`src/rtl/core/crs_pkg.sv`:
```
// Shared types and codes for the code point range set.
`default_nettype none
package crs_pkg;

    localparam int COUNT_W  = 7;
    localparam int ACTION_W = 3;
    localparam int STATUS_W = 2;

    localparam logic [ACTION_W-1:0] ACT_INSERT = 3'd0;
    localparam logic [ACTION_W-1:0] ACT_REMOVE = 3'd1;
    localparam logic [ACTION_W-1:0] ACT_NEGATE = 3'd2;
    localparam logic [ACTION_W-1:0] ACT_QUERY  = 3'd3;
    localparam logic [ACTION_W-1:0] ACT_READ   = 3'd4;

    localparam logic [STATUS_W-1:0] ST_OK        = 2'd0;
    localparam logic [STATUS_W-1:0] ST_CAPACITY  = 2'd1;
    localparam logic [STATUS_W-1:0] ST_BAD_RANGE = 2'd2;

    typedef enum logic [2:0] {
        S_IDLE,
        S_DRY,
        S_CHECK,
        S_WET,
        S_ROT,
        S_RESP
    } t_state;

endpackage
`default_nettype wire

```
`src/rtl/core/crs_cell.sv`:
```
// One cell of the range queue: holds one range, shifts toward the head or loads.
`default_nettype none
module crs_cell #(
    parameter int CODE_BITS = 21
) (
    input  wire logic                 i_clk,
    input  wire logic                 i_shift,
    input  wire logic                 i_load,
    input  wire logic [CODE_BITS-1:0] i_next_lo,
    input  wire logic [CODE_BITS-1:0] i_next_hi,
    input  wire logic [CODE_BITS-1:0] i_bus_lo,
    input  wire logic [CODE_BITS-1:0] i_bus_hi,
    output logic      [CODE_BITS-1:0] o_lo,
    output logic      [CODE_BITS-1:0] o_hi
);
    logic [CODE_BITS-1:0] r_lo, r_hi;

    always_ff @(posedge i_clk) begin
        if (i_load) begin
            r_lo <= i_bus_lo;
            r_hi <= i_bus_hi;
        end else if (i_shift) begin
            r_lo <= i_next_lo;
            r_hi <= i_next_hi;
        end
    end

    assign o_lo = r_lo;
    assign o_hi = r_hi;
endmodule
`default_nettype wire

```
`src/rtl/core/code_point_range_set.sv`:
```
// Top level of the code point range set: cell queue, sequencer and output register.
// The set lives in a row of MAX_RANGES cells used as a queue, head at cell 0,
// ranges sorted ascending. A walk moves one entry per cycle unless a pending
// second range or a full output register holds it: the head cell is popped,
// run through a small merge/split/complement step and the result pushed at
// the tail. Insert, remove and negate take two walks (an insert or remove
// with a bad range takes none): a counting walk that rotates the queue
// unchanged to find the new range count (so an over-capacity change leaves
// the table untouched), then a rewrite walk that, whenever a step yields two
// ranges (a split, or a new range placed ahead of a stored one), pushes the
// second from a pending register before popping on. Read-out gives one word
// per range, pacing with i_ready; an empty set reads as a single response
// word. One input word is in flight at a time; the input is taken again once
// the result word is loaded into the output register. The user must write
// configuration (code_max) only while idle; the block does not enforce it.
`default_nettype none
module code_point_range_set
    import crs_pkg::*;
#(
    parameter int MAX_RANGES = 32,
    parameter int CODE_BITS  = 21
) (
    input  wire logic                 i_clk,
    input  wire logic                 i_rst_n,
    // config
    input  wire logic                 i_code_max_we,
    input  wire logic [CODE_BITS-1:0] i_code_max,
    // input channel
    input  wire logic                 i_valid,
    output logic                      o_ready,
    input  wire logic [ACTION_W-1:0]  i_action,
    input  wire logic [CODE_BITS-1:0] i_low_code,
    input  wire logic [CODE_BITS-1:0] i_high_code,
    // output channel
    output logic                      o_valid,
    input  wire logic                 i_ready,
    output logic                      o_member,
    output logic [STATUS_W-1:0]       o_status,
    output logic [CODE_BITS-1:0]      o_range_low,
    output logic [CODE_BITS-1:0]      o_range_high,
    output logic                      o_set_empty,
    output logic [COUNT_W-1:0]        o_range_count,
    output logic                      o_last
);
    localparam int CW = $clog2(MAX_RANGES + 1);
    localparam int NW = $clog2(MAX_RANGES + 2);
    localparam int IW = (MAX_RANGES > 2) ? $clog2(MAX_RANGES) : 1;
    localparam int XB = CODE_BITS + 1;

    t_state r_state, n_state;

    logic [CODE_BITS-1:0] r_code_max;
    logic [ACTION_W-1:0]  r_act;
    logic [CODE_BITS-1:0] r_lo, r_hi;
    logic [CW-1:0]        r_count, r_occ, r_idx;
    logic [NW-1:0]        r_new;
    logic [STATUS_W-1:0]  r_status;
    logic                 r_member;

    // step state
    logic [CODE_BITS-1:0] r_alo, r_ahi;
    logic                 r_placed, r_brk;
    logic [XB-1:0]        r_b;
    logic                 r_pend;
    logic [CODE_BITS-1:0] r_pend_lo, r_pend_hi;

    // output register
    logic                 r_ovalid, r_omember, r_olast;
    logic [STATUS_W-1:0]  r_ostatus;
    logic [CODE_BITS-1:0] r_olo, r_ohi;
    logic [CW-1:0]        r_ocount;

    // cell row
    logic [CODE_BITS-1:0] w_lo [MAX_RANGES];
    logic [CODE_BITS-1:0] w_hi [MAX_RANGES];
    logic                 pop, push;
    logic [CODE_BITS-1:0] bus_lo, bus_hi;
    logic [IW-1:0]        wr_idx;
    logic [CW-1:0]        wr_full;

    assign wr_full = pop ? (r_occ - CW'(1)) : r_occ;
    assign wr_idx  = wr_full[IW-1:0];

    for (genvar g = 0; g < MAX_RANGES; g++) begin : g_cell
        logic [CODE_BITS-1:0] nx_lo, nx_hi;
        if (g == MAX_RANGES - 1) begin : g_tail
            assign nx_lo = w_lo[g];
            assign nx_hi = w_hi[g];
        end else begin : g_mid
            assign nx_lo = w_lo[g+1];
            assign nx_hi = w_hi[g+1];
        end
        crs_cell #(.CODE_BITS(CODE_BITS)) u_cell (
            .i_clk     (i_clk),
            .i_shift   (pop),
            .i_load    (push && (wr_idx == IW'(g))),
            .i_next_lo (nx_lo),
            .i_next_hi (nx_hi),
            .i_bus_lo  (bus_lo),
            .i_bus_hi  (bus_hi),
            .o_lo      (w_lo[g]),
            .o_hi      (w_hi[g])
        );
    end

    // ---- step unit: one head entry in, up to two ranges out ----
    logic [CODE_BITS-1:0] h_lo, h_hi;
    logic                 o0v, o1v;
    logic [CODE_BITS-1:0] o0_lo, o0_hi, o1_lo, o1_hi;
    logic [CODE_BITS-1:0] s_alo, s_ahi;
    logic                 s_placed, s_brk;
    logic [XB-1:0]        s_b;
    logic                 fin_v;
    logic [CODE_BITS-1:0] fin_lo, fin_hi;

    assign h_lo = w_lo[0];
    assign h_hi = w_hi[0];

    always_comb begin
        o0v = 1'b0;  o1v = 1'b0;
        o0_lo = h_lo; o0_hi = h_hi;
        o1_lo = h_lo; o1_hi = h_hi;
        s_alo = r_alo; s_ahi = r_ahi;
        s_placed = r_placed; s_brk = r_brk; s_b = r_b;
        fin_v = 1'b0; fin_lo = r_alo; fin_hi = r_ahi;
        case (r_act)
            ACT_INSERT: begin
                if (({1'b0, h_hi} + XB'(1)) < {1'b0, r_alo}) begin
                    o0v = 1'b1;
                end else if (({1'b0, r_ahi} + XB'(1)) < {1'b0, h_lo}) begin
                    if (!r_placed) begin
                        o0v = 1'b1; o0_lo = r_alo; o0_hi = r_ahi;
                        s_placed = 1'b1;
                    end
                    o1v = 1'b1;
                end else begin
                    if (h_lo < r_alo) s_alo = h_lo;
                    if (h_hi > r_ahi) s_ahi = h_hi;
                end
                fin_v = !r_placed;
            end
            ACT_REMOVE: begin
                if (h_hi < r_lo || h_lo > r_hi) begin
                    o0v = 1'b1;
                end else begin
                    if (h_lo < r_lo) begin
                        o0v = 1'b1; o0_hi = r_lo - CODE_BITS'(1);
                    end
                    if (h_hi > r_hi) begin
                        o1v = 1'b1; o1_lo = r_hi + CODE_BITS'(1);
                    end
                end
            end
            ACT_NEGATE: begin
                if (r_brk || h_lo > r_code_max) begin
                    s_brk = 1'b1;
                end else begin
                    if (r_b < {1'b0, h_lo}) begin
                        o0v = 1'b1; o0_lo = r_b[CODE_BITS-1:0];
                        o0_hi = h_lo - CODE_BITS'(1);
                    end
                    s_b = {1'b0, h_hi} + XB'(1);
                end
                fin_v  = r_b <= {1'b0, r_code_max};
                fin_lo = r_b[CODE_BITS-1:0];
                fin_hi = r_code_max;
            end
            default: ;
        endcase
    end

    // ---- sequencer ----
    logic          out_free, out_load;
    logic          acc;
    logic [NW:0]   total;
    logic          idx_end;

    assign out_free = !r_ovalid || i_ready;
    assign acc      = i_valid && o_ready;
    assign o_ready  = (r_state == S_IDLE);
    assign total    = {1'b0, r_new} + (NW+1)'(fin_v);
    assign idx_end  = (r_idx == r_count);

    always_comb begin
        n_state = r_state;
        pop = 1'b0; push = 1'b0;
        bus_lo = h_lo; bus_hi = h_hi;
        out_load = 1'b0;
        unique case (r_state)
            S_IDLE: begin
                if (acc) begin
                    case (i_action)
                        ACT_INSERT, ACT_REMOVE: begin
                            if (i_low_code > i_high_code || i_high_code > r_code_max)
                                n_state = S_RESP;
                            else
                                n_state = S_DRY;
                        end
                        ACT_NEGATE: n_state = S_DRY;
                        ACT_QUERY:  n_state = S_ROT;
                        ACT_READ:   n_state = (r_count == '0) ? S_RESP : S_ROT;
                        default:    n_state = S_RESP;
                    endcase
                end
            end
            S_DRY: begin
                if (idx_end) begin
                    n_state = S_CHECK;
                end else begin
                    pop = 1'b1; push = 1'b1;
                end
            end
            S_CHECK: begin
                n_state = (total > (NW+1)'(MAX_RANGES)) ? S_RESP : S_WET;
            end
            S_WET: begin
                if (r_pend) begin
                    push = 1'b1; bus_lo = r_pend_lo; bus_hi = r_pend_hi;
                end else if (!idx_end) begin
                    pop  = 1'b1;
                    push = o0v || o1v;
                    bus_lo = o0v ? o0_lo : o1_lo;
                    bus_hi = o0v ? o0_hi : o1_hi;
                end else begin
                    push = fin_v; bus_lo = fin_lo; bus_hi = fin_hi;
                    n_state = S_RESP;
                end
            end
            S_ROT: begin
                if (idx_end) begin
                    n_state = (r_act == ACT_READ) ? S_IDLE : S_RESP;
                end else if (r_act != ACT_READ || out_free) begin
                    pop = 1'b1; push = 1'b1;
                    out_load = (r_act == ACT_READ);
                end
            end
            S_RESP: begin
                if (out_free) begin
                    out_load = 1'b1;
                    n_state  = S_IDLE;
                end
            end
            default: n_state = S_IDLE;
        endcase
    end

    always_ff @(posedge i_clk) begin
        if (!i_rst_n) r_state <= S_IDLE;
        else          r_state <= n_state;
    end

    always_ff @(posedge i_clk) begin
        if (!i_rst_n) begin
            r_code_max <= CODE_BITS'(1114111);
            r_count    <= '0;
            r_occ      <= '0;
            r_pend     <= 1'b0;
            r_ovalid   <= 1'b0;
        end else begin
            if (i_code_max_we) r_code_max <= i_code_max;
            r_occ <= r_occ + CW'(push) - CW'(pop);
            if (r_state == S_WET) begin
                if (r_pend) begin
                    r_pend <= 1'b0;
                end else if (!idx_end) begin
                    r_pend <= o0v && o1v;
                end else begin
                    r_count <= total[CW-1:0];
                end
            end
            if (out_load)          r_ovalid <= 1'b1;
            else if (i_ready)      r_ovalid <= 1'b0;
        end
    end

    // datapath registers
    always_ff @(posedge i_clk) begin
        if (acc) begin
            r_act    <= i_action;
            r_lo     <= i_low_code;
            r_hi     <= i_high_code;
            r_alo    <= i_low_code;
            r_ahi    <= i_high_code;
            r_placed <= 1'b0;
            r_brk    <= 1'b0;
            r_b      <= '0;
            r_idx    <= '0;
            r_new    <= '0;
            r_member <= 1'b0;
            r_status <= ((i_action == ACT_INSERT || i_action == ACT_REMOVE) &&
                         (i_low_code > i_high_code || i_high_code > r_code_max))
                        ? ST_BAD_RANGE : ST_OK;
        end
        if (r_state == S_DRY && !idx_end) begin
            r_alo <= s_alo; r_ahi <= s_ahi;
            r_placed <= s_placed; r_brk <= s_brk; r_b <= s_b;
            r_new <= r_new + NW'(o0v) + NW'(o1v);
            r_idx <= r_idx + CW'(1);
        end
        if (r_state == S_CHECK) begin
            if (total > (NW+1)'(MAX_RANGES)) r_status <= ST_CAPACITY;
            r_alo <= r_lo; r_ahi <= r_hi;
            r_placed <= 1'b0; r_brk <= 1'b0; r_b <= '0;
            r_idx <= '0;
        end
        if (r_state == S_WET && !r_pend && !idx_end) begin
            r_alo <= s_alo; r_ahi <= s_ahi;
            r_placed <= s_placed; r_brk <= s_brk; r_b <= s_b;
            r_pend_lo <= o1_lo; r_pend_hi <= o1_hi;
            r_idx <= r_idx + CW'(1);
        end
        if (r_state == S_ROT && pop) begin
            r_idx <= r_idx + CW'(1);
            if (r_lo >= h_lo && r_lo <= h_hi) r_member <= 1'b1;
        end
        if (out_load) begin
            r_ocount <= r_count;
            if (r_state == S_ROT) begin
                r_omember <= 1'b0;
                r_ostatus <= ST_OK;
                r_olo     <= h_lo;
                r_ohi     <= h_hi;
                r_olast   <= (r_idx == r_count - CW'(1));
            end else begin
                r_omember <= r_member;
                r_ostatus <= r_status;
                r_olo     <= '0;
                r_ohi     <= '0;
                r_olast   <= 1'b1;
            end
        end
    end

    assign o_valid       = r_ovalid;
    assign o_member      = r_omember;
    assign o_status      = r_ostatus;
    assign o_range_low   = r_olo;
    assign o_range_high  = r_ohi;
    assign o_set_empty   = (r_ocount == '0);
    assign o_range_count = COUNT_W'(r_ocount);
    assign o_last        = r_olast;
endmodule
`default_nettype wire
```
`config.mk`:
```
export PLATFORM = sky130hd
export DESIGN_NAME = code_point_range_set
export DESIGN_NICKNAME = d
export VERILOG_FILES = /design/src/rtl/core/crs_pkg.sv /design/src/rtl/core/crs_cell.sv /design/src/rtl/core/code_point_range_set.sv
export SDC_FILE = /design/constraint.sdc
export NUM_CORES = 2
export LEC_CHECK = 0
export BUFFER_PORTS_ARGS = -buffer_cell sky130_fd_sc_hd__buf_4
export CAP_MARGIN = 20
export CORE_ASPECT_RATIO = 0.8
export CORE_MARGIN = 5
export CORE_UTILIZATION = 60
export CTS_CLUSTER_SIZE = 20
export DETAILED_ROUTE_END_ITERATION = 7
export PLACE_DENSITY = 0.78
export SLEW_MARGIN = 20
export SYNTH_ARGS = -nofsm -noshare
export SYNTH_HDL_FRONTEND = slang
export SYNTH_SLANG_ARGS = --single-unit
```
`constraint.sdc`:
```
create_clock -name i_clk -period 7.25 [get_ports i_clk]
set_input_delay 0.725 -clock i_clk [delete_from_list [all_inputs] [get_ports i_clk]]
set_output_delay 0.725 -clock i_clk [all_outputs]
set_load 0.01 [all_outputs]
```
==> flow_summary.ini <==
[power_and_ir_drop]
p_per_area_nw_per_um2 = 510.2
max-vdd-ir-drop_mv = 0.3706
p_leak_nw = 32.42
total_power_mw = 45.53

[floorplanning]
fp.dieW_um = 421.5
dieArea_um2 = 143000
die-height_um = 339.2
io_pins = 127
rows = 120
initial_core_util_pct = 60.55
coreArea_um2 = 134200

[yosys]
synthArstFlopShare_pct = 0
ys.flop_type = edfxtp_1
synth_top_area_share_pct = 57.67
synth_warnings = 0
avgSynthCellArea_um2 = 14.09
syn_nets = 6131
synth_top_area_cell = edfxtp_1
yosys-top-cells-area = edfxtp_1 58%, mux2_2 9.3%, mux2_1 7.6%, ha_1 4.4%, inv_1 1.3%
synth_cells = 5770
synth_seq_cells = 1601
synth.cell_area_um2 = 81280
ys_seq_area_share_pct = 58.66
yosysUniqueCellTypes = 104
synth_edf_count = 1561

[timing]
timing.fmax_ghz = 0.1517
rsz0062_at_grt = false
post-route-period-util_pct = 90.91
clock_skew_ns = 0.04519
hold_viol = 0
setup_tns_ns = 0
setup_viol = 0
slew_headroom_pct = 18.38
drv_slew = 0
tightest_slew_ns = 1.224
timing.final.crit_period_ns = 6.591

[worst_setup_path]
start_kind = flip-flop
critical_path_class = flip-flop to flip-flop
cp-end-kind = flip-flop
arrival_ns = 7.12
path_max_fanout = 32
crit_required_ns = 7.78

[detailed_routing]
drc = 0
routed_wl_um = 237200
via_per_inst = 6.680
dr.pass1.iters = 7
wl_per_cell_um = 30.68
drt_iter0_drc = 6755
ant_nets = 0
vias = 51650

[cts]
clock_latency_ns = 0.81
cts_resized = 0
cts_tree = built
cts.sinks = 1601
cts_setup_buffers = 0
cts_hold_buffers = 0
cts_buffer_depth = 3
cts_buffers = 154
path_clk_slew_ns = 0.07
clock-root-buffer = clkbuf_16
h-tree-depth = 4

[cells_and_area]
final_common_cell = edfxtp_1
synthToLayoutAreaGrowth_pct = 9.792
final-seq-area_um2 = 47680
drive_gt1_share_pct = 23.23
nNetsFinal = 6210
multi_input_area_um2 = 30390
num_antenna_cells = 0
final.fill_count = 9428
final_cell_mix = 1561 x edfxtp_1, 668 x mux2_2, 545 x mux2_1

[place]
place.gp.congestion = 1.029
portBuffers = 125
hpwlAfterDp_um = 162200

[grt]
grt_overflow = 0
grt_start_max_net_pins = 79
use_met3_pct = 9.065
grt_pass1_vias = 50990
met1_usage_pct = 46.91
top_usage_layer = met2
grtUsageTotal_pct = 32.64
antenna_found_initial = 8
use_met2_pct = 47.39
grt_first_pass_wirelength_um = 347000

[worst_hold_path]
hp-class = primary input to flip-flop

[job]
maxCapViolations = 0

[status]
status = completed
==> worst paths after layout <==
check / startpoint / to / slack, ns / cells after the start
setup / recovery: r_ahi[7]$_DFFE_PP_ / g_cell[27].u_cell.o_lo[20]$_DFFE_PP_ / 0.66 / 20
hold / removal: i_low_code[18] / r_lo[18]$_DFFE_PP_ / 0.14 / 1
setup reg to reg: r_ahi[7]$_DFFE_PP_ / g_cell[27].u_cell.o_lo[20]$_DFFE_PP_ / 0.66 / 20
hold reg to reg: r_member$_DFF_P_ / r_member$_DFF_P_ / 0.44 / 2
==> critical path: stages, from the launching register on <==
cell and delay [ns]:
edfxtp_1 0.47, nand4_2 0.26, nor4_4 0.34, nand4_1 0.25, nor3_1 0.40, nand4_1 0.16, xnor2_1 0.16, ha_1 0.32
nand3_1 0.13, nor4_1 0.68, nor4b_1 0.34, a22o_1 0.26, nor3_1 0.13, a211oi_4 0.38, nand2_1 0.13, buf_4 0.28
inv_2 0.28, nand2_1 0.24, o311a_1 0.42, buf_4 0.24, mux2_2 0.36
==> metrics by stage <==
stage	instances	setup WS (ns)	hold WS [ns]	cell area, µm²	utilization, %
5_1_grt	7732	0.3846	0.1164	89240	66.48
4_1_cts	7732	0.9701	0.08951	89230	66.48
3_3_place_gp	7462	1.077	0.4307	84520	62.97
3_5_place_dp	7462	0.9921	0.4332	84520	62.97
2_1_floorplan	5770	1.804	0.4064	81280	-
6_report	7732	0.6588	0.1356	89240	66.48
==> cells by family (layout without fill, tap and decap cells) <==
group,Yosys count,count (layout),share of synthesized area [%]
flops,1601,1601,58.66
mux,1263,1263,17.42
simple gates,938,938,6.228
compound gates,850,850,7.571
buf+inv,708,901,4.352
fa+ha+maj,290,290,4.483
xor+xnor,119,119,1.282
other cells,1,1,0.004614
==> power breakdown <==
part           internal, mW  switching, mW  total (mW)
sequential             17.3           2.12        19.4
combinational          5.96           12.5        18.4
clock                  4.25           3.48        7.74
==> routing by layer <==
layer,up-vias,share of wire [%]
met4,4,4.3
met3,542,12
met1,25920,41
met2,2919,43
li1,22260,-
met5,-,0.078
==> synth_stat cells (44+ instances only) <==
| cell | number |
|---|---|
| nand3_1 | 98 |
| buf_6 | 89 |
| a21o_1 | 56 |
| mux2_1 | 545 |
| nor3_1 | 86 |
| a21oi_1 | 192 |
| xnor2_1 | 95 |
| a211oi_1 | 44 |
| mux2_2 | 668 |
| o21ai_0 | 100 |
| nand4_1 | 57 |
| nand2_1 | 254 |
| mux2i_1 | 50 |
| a22oi_1 | 123 |
| nor2_1 | 177 |
| edfxtp_1 | 1561 |
| inv_1 | 273 |
| a31oi_1 | 51 |
| ha_1 | 288 |
| o211ai_1 | 64 |
| and3_1 | 66 |
| clkbuf_1 | 248 |
==> final cells by class <==
cell class	count	area share, %
Clock inverter	76	0.6422
Inverter	277	1.168
Tap cell	1769	2.480
Timing Repair Buffer	354	3.581
Sequential cell	1601	53.43
Multi-Input combinational cell	3461	34.06
Clock buffer	194	4.641
No activity file was read; power rests on OpenSTA's default activity.
